===== config.mk =====
export PLATFORM = sky130hd
export DESIGN_NAME = blob_box_tracker_table
export DESIGN_NICKNAME = d
export VERILOG_FILES = /design/src/hdl/bbt_pkg.sv /design/src/hdl/bbt_overlap.sv /design/src/hdl/blob_box_tracker_table.sv
export SDC_FILE = /design/constraint.sdc
export NUM_CORES = 2
export LEC_CHECK = 0
export ABC_AREA = 1
export BUFFER_PORTS_ARGS = -buffer_cell sky130_fd_sc_hd__buf_2
export CAP_MARGIN = 5
export CORE_ASPECT_RATIO = 1.2
export CORE_MARGIN = 4
export CORE_UTILIZATION = 45
export CTS_CLUSTER_SIZE = 8
export DETAILED_ROUTE_END_ITERATION = 16
export PLACE_DENSITY = 0.66
export SYNTH_ARGS = -nofsm -noshare
export SYNTH_HDL_FRONTEND = slang
export SYNTH_SLANG_ARGS = --single-unit

===== constraint.sdc =====
create_clock -name clk -period 6.8 [get_ports clk]
set_input_delay 1.7 -clock clk [delete_from_list [all_inputs] [get_ports clk]]
set_output_delay 1.7 -clock clk [all_outputs]
set_load 0.01 [all_outputs]

===== src/hdl/bbt_pkg.sv =====
// ---------------------------------------------------------------------------
// bbt_pkg
// shared widths, defaults and request codes for the blob box tracker table
// ---------------------------------------------------------------------------
package bbt_pkg;

  localparam int MAX_BLOBS_DEF  = 16;
  localparam int COORD_BITS_DEF = 12;
  localparam int ID_W           = 32;
  localparam int FRAME_W        = 32;

  typedef enum logic {
    OP_DETECT = 1'b0,
    OP_AGE    = 1'b1
  } bbt_op_t;

endpackage


===== src/hdl/bbt_overlap.sv =====
// ---------------------------------------------------------------------------
// bbt_overlap
// exact box overlap test on doubled centre coordinates, touching counts
// ---------------------------------------------------------------------------
module bbt_overlap
  import bbt_pkg::*;
#(
  parameter int COORD_BITS = COORD_BITS_DEF
) (
  input  logic [COORD_BITS-1:0] a_x,
  input  logic [COORD_BITS-1:0] a_y,
  input  logic [COORD_BITS-1:0] a_w,
  input  logic [COORD_BITS-1:0] a_h,
  input  logic [COORD_BITS-1:0] b_x,
  input  logic [COORD_BITS-1:0] b_y,
  input  logic [COORD_BITS-1:0] b_w,
  input  logic [COORD_BITS-1:0] b_h,
  output logic                  hit
);

  localparam int SW = COORD_BITS + 2;

  logic [SW-1:0] ax2, bx2, ay2, by2, sx, sy;
  logic          meet_x, meet_y;

  assign ax2 = {1'b0, a_x, 1'b0};
  assign bx2 = {1'b0, b_x, 1'b0};
  assign ay2 = {1'b0, a_y, 1'b0};
  assign by2 = {1'b0, b_y, 1'b0};
  assign sx  = SW'(a_w) + SW'(b_w);
  assign sy  = SW'(a_h) + SW'(b_h);

  // spans meet when each doubled centre lies within the other plus both sizes
  assign meet_x = (ax2 <= bx2 + sx) && (bx2 <= ax2 + sx);
  assign meet_y = (ay2 <= by2 + sy) && (by2 <= ay2 + sy);
  assign hit    = meet_x && meet_y;

endmodule


===== src/hdl/blob_box_tracker_table.sv =====
// ---------------------------------------------------------------------------
// blob_box_tracker_table
// table of tracked blob boxes: detect matches, adds or reports full, age requests free
// ---------------------------------------------------------------------------
//  channel  | ports                          | handshake
//  ---------+--------------------------------+------------------------------
//  request  | in_* fields                    | accepted when start && !busy
//  result   | out_* fields                   | out_valid, one cycle, no stall
//
// after a request is accepted busy stays high through the scan, drain and
// update states: the slot memory has one read port and is walked one slot per
// cycle, then the drain state ends the last compare and update writes back.
// the result strobe follows in the next cycle, in which a new request is
// already taken; no request is taken while the one before is still busy.
// synchronous reset clears all live flags and the id counter; no clearing pass.
// the receiver cannot stall, results are never held.
module blob_box_tracker_table
  import bbt_pkg::*;
#(
  parameter int MAX_BLOBS  = MAX_BLOBS_DEF,
  parameter int COORD_BITS = COORD_BITS_DEF
) (
  input  logic                           clk,
  input  logic                           rst_n,
  input  logic                           start,
  output logic                           busy,
  input  logic                           in_opcode,
  input  logic [FRAME_W-1:0]             in_frame_number,
  input  logic [COORD_BITS-1:0]          in_center_x,
  input  logic [COORD_BITS-1:0]          in_center_y,
  input  logic [COORD_BITS-1:0]          in_box_width,
  input  logic [COORD_BITS-1:0]          in_box_height,
  output logic                           out_valid,
  output logic                           out_matched,
  output logic                           out_added,
  output logic                           out_table_full,
  output logic [ID_W-1:0]                out_blob_id,
  output logic [COORD_BITS-1:0]          out_prev_x,
  output logic [COORD_BITS-1:0]          out_prev_y,
  output logic [$clog2(MAX_BLOBS+1)-1:0] out_live_count,
  output logic [$clog2(MAX_BLOBS+1)-1:0] out_removed_count
);

  localparam int IDX_W = $clog2(MAX_BLOBS);
  localparam int CNT_W = $clog2(MAX_BLOBS + 1);
  localparam logic [IDX_W-1:0] LAST_IDX = IDX_W'(MAX_BLOBS - 1);

  typedef struct packed {
    logic [ID_W-1:0]       id;
    logic [COORD_BITS-1:0] cx;
    logic [COORD_BITS-1:0] cy;
    logic [COORD_BITS-1:0] w;
    logic [COORD_BITS-1:0] h;
    logic [FRAME_W-1:0]    frame;
  } slot_t;

  typedef enum logic [1:0] {
    ST_IDLE,
    ST_SCAN,
    ST_DRAIN,
    ST_UPDATE
  } state_t;

  // slot memory
  slot_t            mem [MAX_BLOBS];
  slot_t            rd_data_r;
  logic             wr_en;
  logic [IDX_W-1:0] wr_addr;
  slot_t            wr_data;

  state_t               state_r;
  logic [MAX_BLOBS-1:0] live_r;
  logic [ID_W-1:0]      last_id_r;
  logic [CNT_W-1:0]     live_cnt_r;
  logic [CNT_W-1:0]     removed_r;
  logic [IDX_W-1:0]     rd_idx_r;
  logic [IDX_W-1:0]     cmp_idx_r;
  logic                 cmp_vld_r;

  // latched request
  logic                  op_r;
  logic [FRAME_W-1:0]    frame_r;
  logic [COORD_BITS-1:0] x_r, y_r, w_r, h_r;

  // scan results
  logic                  hit_found_r, free_found_r;
  logic [IDX_W-1:0]      hit_idx_r, free_idx_r;
  logic [ID_W-1:0]       hit_id_r;
  logic [COORD_BITS-1:0] hit_px_r, hit_py_r;

  // registered results
  logic                  out_valid_r, out_matched_r, out_added_r, out_full_r;
  logic [ID_W-1:0]       out_id_r;
  logic [COORD_BITS-1:0] out_px_r, out_py_r;
  logic [CNT_W-1:0]      out_live_r, out_removed_r;

  logic            ovl_hit;
  logic            cmp_live;
  logic            stale;
  logic [ID_W-1:0] next_id;

  bbt_overlap #(
    .COORD_BITS(COORD_BITS)
  ) u_overlap (
    .a_x (x_r),
    .a_y (y_r),
    .a_w (w_r),
    .a_h (h_r),
    .b_x (rd_data_r.cx),
    .b_y (rd_data_r.cy),
    .b_w (rd_data_r.w),
    .b_h (rd_data_r.h),
    .hit (ovl_hit)
  );

  assign cmp_live = live_r[cmp_idx_r];
  // stored frame plus one, without wrap, below the request frame
  assign stale    = ({1'b0, rd_data_r.frame} + (FRAME_W+1)'(1)) < {1'b0, frame_r};
  assign next_id  = (last_id_r == '1) ? last_id_r : last_id_r + ID_W'(1);

  always_comb begin
    wr_en         = 1'b0;
    wr_addr       = hit_found_r ? hit_idx_r : free_idx_r;
    wr_data.id    = hit_found_r ? hit_id_r : next_id;
    wr_data.cx    = x_r;
    wr_data.cy    = y_r;
    wr_data.w     = w_r;
    wr_data.h     = h_r;
    wr_data.frame = frame_r;
    if (state_r == ST_UPDATE && op_r == OP_DETECT && (hit_found_r || free_found_r)) begin
      wr_en = 1'b1;
    end
  end

  always_ff @(posedge clk) begin
    if (wr_en) begin
      mem[wr_addr] <= wr_data;
    end
    rd_data_r <= mem[rd_idx_r];
  end

  always_ff @(posedge clk) begin
    if (!rst_n) begin
      state_r     <= ST_IDLE;
      live_r      <= '0;
      last_id_r   <= '0;
      live_cnt_r  <= '0;
      removed_r   <= '0;
      rd_idx_r    <= '0;
      cmp_vld_r   <= 1'b0;
      out_valid_r <= 1'b0;
    end else begin
      out_valid_r <= 1'b0;

      // compare stage, one slot behind the memory read
      if (cmp_vld_r) begin
        if (op_r == OP_AGE) begin
          if (cmp_live && stale) begin
            live_r[cmp_idx_r] <= 1'b0;
            removed_r         <= removed_r + CNT_W'(1);
            live_cnt_r        <= live_cnt_r - CNT_W'(1);
          end
        end else if (cmp_live) begin
          if (!hit_found_r && ovl_hit) begin
            hit_found_r <= 1'b1;
            hit_idx_r   <= cmp_idx_r;
            hit_id_r    <= rd_data_r.id;
            hit_px_r    <= rd_data_r.cx;
            hit_py_r    <= rd_data_r.cy;
          end
        end else if (!free_found_r) begin
          free_found_r <= 1'b1;
          free_idx_r   <= cmp_idx_r;
        end
      end

      case (state_r)
        ST_IDLE: begin
          if (start) begin
            op_r         <= in_opcode;
            frame_r      <= in_frame_number;
            x_r          <= in_center_x;
            y_r          <= in_center_y;
            w_r          <= in_box_width;
            h_r          <= in_box_height;
            hit_found_r  <= 1'b0;
            free_found_r <= 1'b0;
            removed_r    <= '0;
            rd_idx_r     <= '0;
            state_r      <= ST_SCAN;
          end
        end
        ST_SCAN: begin
          cmp_vld_r <= 1'b1;
          cmp_idx_r <= rd_idx_r;
          if (rd_idx_r == LAST_IDX) begin
            rd_idx_r <= '0;
            state_r  <= ST_DRAIN;
          end else begin
            rd_idx_r <= rd_idx_r + IDX_W'(1);
          end
        end
        ST_DRAIN: begin
          cmp_vld_r <= 1'b0;
          state_r   <= ST_UPDATE;
        end
        ST_UPDATE: begin
          out_valid_r   <= 1'b1;
          out_matched_r <= 1'b0;
          out_added_r   <= 1'b0;
          out_full_r    <= 1'b0;
          out_id_r      <= '0;
          out_px_r      <= '0;
          out_py_r      <= '0;
          out_live_r    <= live_cnt_r;
          out_removed_r <= (op_r == OP_AGE) ? removed_r : '0;
          if (op_r == OP_DETECT) begin
            if (hit_found_r) begin
              out_matched_r <= 1'b1;
              out_id_r      <= hit_id_r;
              out_px_r      <= hit_px_r;
              out_py_r      <= hit_py_r;
            end else if (free_found_r) begin
              out_added_r        <= 1'b1;
              out_id_r           <= next_id;
              out_live_r         <= live_cnt_r + CNT_W'(1);
              live_cnt_r         <= live_cnt_r + CNT_W'(1);
              last_id_r          <= next_id;
              live_r[free_idx_r] <= 1'b1;
            end else begin
              out_full_r <= 1'b1;
            end
          end
          state_r <= ST_IDLE;
        end
        default: begin
          state_r <= ST_IDLE;
        end
      endcase
    end
  end

  assign busy              = (state_r != ST_IDLE);
  assign out_valid         = out_valid_r;
  assign out_matched       = out_matched_r;
  assign out_added         = out_added_r;
  assign out_table_full    = out_full_r;
  assign out_blob_id       = out_id_r;
  assign out_prev_x        = out_px_r;
  assign out_prev_y        = out_py_r;
  assign out_live_count    = out_live_r;
  assign out_removed_count = out_removed_r;

endmodule


[After elaboration in Yosys (flattened, before gate mapping)]
Memory sizes are Yosys's and may differ from the RTL's. A register that Yosys moved wholly into a read port is not among the register bits.
Index checks and enable logic that the tools add are counted.
Storage, ports and cells
  bits in registers: 286
  memory bits (writable): 1792
  bits of input ports: 84
  output and inout port bits: 71
  logic and storage cells: 150
  memories: 1
Cells by class
  add/sub/neg operators: 12
  magnitude comparators: 9
  eq/ne operators: 7
  muxes and demuxes: 59
  bitwise logic cells: 7
  reduce and logical (&&, ||, !) cells: 25
Memory list
  mem: depth 16, width 112, rd ports 1, clocked after memory_dff 1, wr ports 1, line blob_box_tracker_table.sv:65  | slot_t mem [MAX_BLOBS];
Operator list (count)
  two-way mux 16 bit: 8
  two-way mux 32 bit: 4
  two-way mux 5 bit: 15
  adder 13 x 14 -> 14 bit: 4
  <= comparator 13 x 14 -> 1 bit: 4
  adder 32 x 1 -> 33 bit, second input constant: 1
  < comparator 33 x 32 -> 1 bit: 1
  adder 32 x 1 -> 32 bit, second input constant: 1
  equality test 32 bit, second input constant: 1
  adder 12 x 12 -> 13 bit: 2
  two-way mux 1 bit: 21
  bitwise AND 16 bit: 1
  inverter 16 bit: 1
  bitwise OR 16 bit: 1
  two-way mux 4 bit: 3
  adder 5 x 1 -> 5 bit, second input constant: 2
  < comparator 4 x 5 -> 1 bit, second input constant: 2
  AND reduction 5 bit: 2
  logical AND 1 bit: 9
  demux 1 bit (select 4 bit): 2
  greater-or-equal comparator 4 x 1 -> 1 bit, second input constant: 2
  case mux 2 bit (4 select lines): 1
  case mux 4 bit (2 select lines): 1
  AND reduction 2 bit: 4
  17 further kinds: 26

[Logic depth before layout (Yosys ltp)]
  depth after elaboration: 15
  mapped depth: 30
  mapped depth without buffers: 30

[Modules after synthesis]
Synthesis repeated with hierarchy kept, for this count alone.
Second synthesis, totals
  cells, all modules: 6601
  area, all modules: 89146.7 sq um
By module, submodules not included
  blob_box_tracker_table: instances 1, cells an instance 5967, area each 84950.2 sq um, sequential area each 63981.4 sq um
  bbt_overlap: instances 1, cells an instance 634, area each 4196.5 sq um, sequential area each 0.0 sq um

[Least setup slack after synthesis]
Ideal clock, no wire load.
  path kind: reg2reg
  start: register w_r[0]
  end: register hit_id_r[0], enable pin
  setup time: 478 ps
  data arrival time: 6221 ps
  required time: 6322 ps
  setup slack: 101 ps
  stages on the path, launching flop included: 30
  path buffers: 0
  clock period less this slack: 6699 ps
  cells stage by stage: edfxtp_1 ha_1 inv_1 fa_1 inv_1 a31oi_1 o21bai_1 nand2_1 nand2_1 nand2_1 nand2_1 xnor2_1 inv_1 ha_1 nand2_1 nor2_1 nand3_1 o2111ai_1 xor2_1 ha_1 nand2_1 inv_1 nand4_1 o21bai_1 nor2_1 nand3_1 nand2_1 a21oi_1 nand3_1 nor2_1
Between the ends
  cells in the longest elaborated chain, start to end: 7
  elaborated cells on any way between the ends: 9
  those cells by class: add/sub (3); order compare (2); reduce/logical (4)
RTL lines
  from (decl): line blob_box_tracker_table.sv:83  | logic [COORD_BITS-1:0] x_r, y_r, w_r, h_r;
  from (signal assigned): line blob_box_tracker_table.sv:184  | w_r <= in_box_width;
  adder 12 x 12 -> 13 bit *: line bbt_overlap.sv:30  | assign sx = SW'(a_w) + SW'(b_w);
  adder 13 x 14 -> 14 bit: line bbt_overlap.sv:34  | assign meet_x = (ax2 <= bx2 + sx) && (bx2 <= ax2 + sx);
  <= comparator 13 x 14 -> 1 bit: line bbt_overlap.sv:34
  logical AND 1 bit *: line bbt_overlap.sv:34
  logical AND 1 bit *: line bbt_overlap.sv:36  | assign hit = meet_x && meet_y;
  logical AND 1 bit *: line blob_box_tracker_table.sv:164  | if (!hit_found_r && ovl_hit) begin
  AND reduction 5 bit (no line) *
  to (signal assigned): line blob_box_tracker_table.sv:167  | hit_id_r <= rd_data_r.id;
  to (decl): line blob_box_tracker_table.sv:88  | logic [ID_W-1:0] hit_id_r;
Every way passes the cells marked *; elsewhere a longest branch is shown, timed or not.
A chain may end at the register's enable or synchronous reset.

[Worst setup path in the final report]
  start: register w_r[0]
  end: register hit_id_r[29], enable pin
The elaborated chain is that of the path after synthesis.

==> results.yml <==
worst_setup_path:
  crit_arrival_ns: 6.14
  reg2regPathDepth: 30
  endpoint_kind: "flip-flop"
  critical_path_class: "flip-flop to flip-flop"
  cp_top_family: "adder cells"
  slowest_stage: "edfxtp_1"
  crit_required_ns: 7.31
  start_kind: "flip-flop"
  r2r_end: "hit_id_r[29]$_DFFE_PP_"
  regToRegSetupSlack_ns: 1.17
  slowest_delay_ns: 0.65
  path_depth: 30
  cp_common_cell: "nand2_1"
  critical_path.max_fanout: 36
  rr_startpoint: "w_r[0]$_DFFE_PP_"
  worst-path-buf-inv: 5
yosys:
  synth-seq-cells: 2190
  syn_area_per_cell_um2: 13.6
  async_flop_share: 0
  synth_edf_count: 2012
  synth_cells: 6563
  ys_seq_area_frac: 0.719
  syn_nets: 6814
  ys_warn_count: 0
  synth.cell_area_mm2: 0.0890
  ys_types: 59
  synthFlopType: "edfxtp_1"
floorplan:
  initial_core_util: 0.453
  fp.dieArea_mm2: 0.205
  num_io_pins: 155
  die_h_um: 495
  core-area_mm2: 0.196
  rows: 178
  chipWidth_um: 414
global_route:
  grtUsageMet1: 0.292
  grt_antenna_before_repair: 13
  top_usage_layer: "met2"
  grtUsageTotal: 0.214
  met3_usage: 0.0375
  grt_max_degree: 187
  grt_pass1_vias: 54500
  grt_use_met2: 0.353
  grt_first_pass_wirelength_um: 337000
  grt-ovfl-total: 0
final_layout:
  seqCellArea_mm2: 0.0640
  multi_input_area_mm2: 0.0225
  final_nets: 7020
  syn2layout_area_growth_pct: 14.4
  drive_above_1_share: 0.0993
  utilization: 0.518
  design_area_mm2: 0.102
  fillCellCount: 16100
timing:
  fin_tns_setup_ns: 0
  whs_ns: 0.399
  min_period_ns: 5.63
  worst_pin_slew_ns: 1.19
  worst_slack_ns: 1.17
  hold_violations: 0
  rsz0062_at_grt: "no"
  timing.fmax_mhz: 178
  period_share: 0.828
  setup_viol: 0
  max_slew_margin: 0.204
  drv_slew: 0
  fin_skew_ns: 0.0575
clocking:
  cts_buffer_depth: 4
  htreeDepth: 5
  cts_tree: "done"
  cts_setup_buffers: 0
  cts_buffers: 324
  insertion_delay_ns: 0.92
  cts_resized: 0
  ctsHoldBuffers: 0
  cts-root-buf: "clkbuf_16"
  clk_transition_reported_paths_ns: 0.05
  cts_sinks: 2190
route:
  routedWlPerCell_um: 23.4
  drc_errors: 0
  drt_iter0_drc: 5356
  avgViaCountPerCell: 5.74
  drt-pass1-iter-count: 6
  postRouteAntennaNets: 0
  routed_wl_um: 224000
  vias: 55100
worst_hold_path:
  worst_hold_startpoint: "rd_data_r[80]$_DFF_P_"
  min_path_type: "flip-flop to flip-flop"
  hold_end: "hit_id_r[0]$_DFFE_PP_"
  whs_path_depth: 0
status:
  outcome: "completed"
placed_design:
  place_hpwl_um: 115000
  place_area_mm2: 0.0927
  place_congestion: 0.874
  portBuffers: 154
  place_ws_ns: 1.22
power_and_ir_drop:
  irDropWorstVdd_mv: 0.411
  p_per_area_mw_per_mm2: 372
  power_leakage_nw: 34.2
flow_run:
  drv_cap: 0
==> sequential cells by signal (all words and copies together), names as in the netlist, 12 cells and up <==
register and cells:
mem 1792, rd_data_r 112, frame_r 32, hit_id_r 32
last_id_r 32, out_blob_id 32, live_r 16, h_r 12
hit_px_r 12, hit_py_r 12, out_prev_x 12, out_prev_y 12
w_r 12, x_r 12, y_r 12
==> routing by layer <==
metal / vias to the layer above / wire length [um] / share of wire
li1: 25000 / - / -
met1: 27700 / 95200 / 0.42
met2: 1987 / 108000 / 0.48
met3: 427 / 15200 / 0.068
met4: 4 / 5820 / 0.026
met5: - / 34 / 0.00015
==> synth_stat cells, types with 127 or more instances <==
| master | n | area, um2 |
|---|---|---|
| ha_1 | 161 | 2010 |
| nand3_1 | 180 | 901 |
| dfxtp_1 | 178 | 3560 |
| clkbuf_1 | 245 | 920 |
| mux2i_1 | 314 | 3140 |
| nor2_1 | 892 | 3350 |
| inv_1 | 290 | 1090 |
| o211ai_1 | 127 | 953 |
| o21ai_0 | 527 | 2640 |
| o221ai_1 | 314 | 2750 |
| nand2_1 | 587 | 2200 |
| a21oi_1 | 150 | 751 |
| edfxtp_1 | 2012 | 60400 |
==> how the worst max path moves through the flow <==
stage,slack (ns),to,start
final,1.17,hit_id_r[29]$_DFFE_PP_,w_r[0]$_DFFE_PP_
after global placement,1.38,hit_id_r[31]$_DFFE_PP_,w_r[0]$_DFFE_PP_
after floorplan,0.10,hit_id_r[0]$_DFFE_PP_,w_r[0]$_DFFE_PP_
after detailed placement,1.22,hit_id_r[29]$_DFFE_PP_,h_r[0]$_DFFE_PP_
after global routing,0.69,hit_id_r[29]$_DFFE_PP_,h_r[0]$_DFFE_PP_
after CTS,1.17,hit_id_r[29]$_DFFE_PP_,h_r[0]$_DFFE_PP_
==> final cells by class <==
class,instances,area share
flip-flops and latches,2190,0.628
clock buffers,531,0.0895
repair buffers,251,0.0173
clock inverters,5,0.000455
diodes,7,0.000172
multi-input cells,3696,0.221
well taps,2610,0.0321
inverters,306,0.0115
==> cell usage in the layout, fill, tap and decap left out, types with 12 or more instances in the layout <==
master,netlist,layout
a21oi_1,150,150
buf_12,0,21
buf_2,97,154
buf_4,5,76
clkbuf_1,245,195
clkbuf_16,0,334
dfxtp_1,178,174
edfxtp_1,2012,2012
ha_1,161,161
inv_1,290,289
mux2i_1,314,314
nand2_1,587,587
nand3_1,180,180
nand4_1,25,25
nor2_1,892,873
nor2_4,7,25
nor3_1,42,42
nor4_1,12,12
o211ai_1,127,127
o21ai_0,527,527
o221ai_1,314,314
o32ai_1,123,123
xnor2_1,42,42
xor2_1,70,70
==> kinds of logic after synthesis <==
logic type / synth area share
compound gates: 0.0969
xor+xnor: 0.0110
fa+ha+maj: 0.0240
buf+inv: 0.0306
flops: 0.719
mux: 0.0353
simple gates: 0.0836
==> power by group <==
part           switching (W)  internal (W)
logic                0.00483       0.00279
registers           0.000534        0.0154
clock network        0.00539       0.00901
total                 0.0108        0.0271
==> per-stage QoR <==
stage	total power (W)	cells
2_1_floorplan	0.0217	6563
3_3_place_gp	0.0235	9053
3_5_place_dp	0.0237	9053
4_1_cts	0.0382	9589
5_1_grt	0.0398	9590
6_report	0.0379	9596
Note: power is estimated with default switching activity, not from simulation.
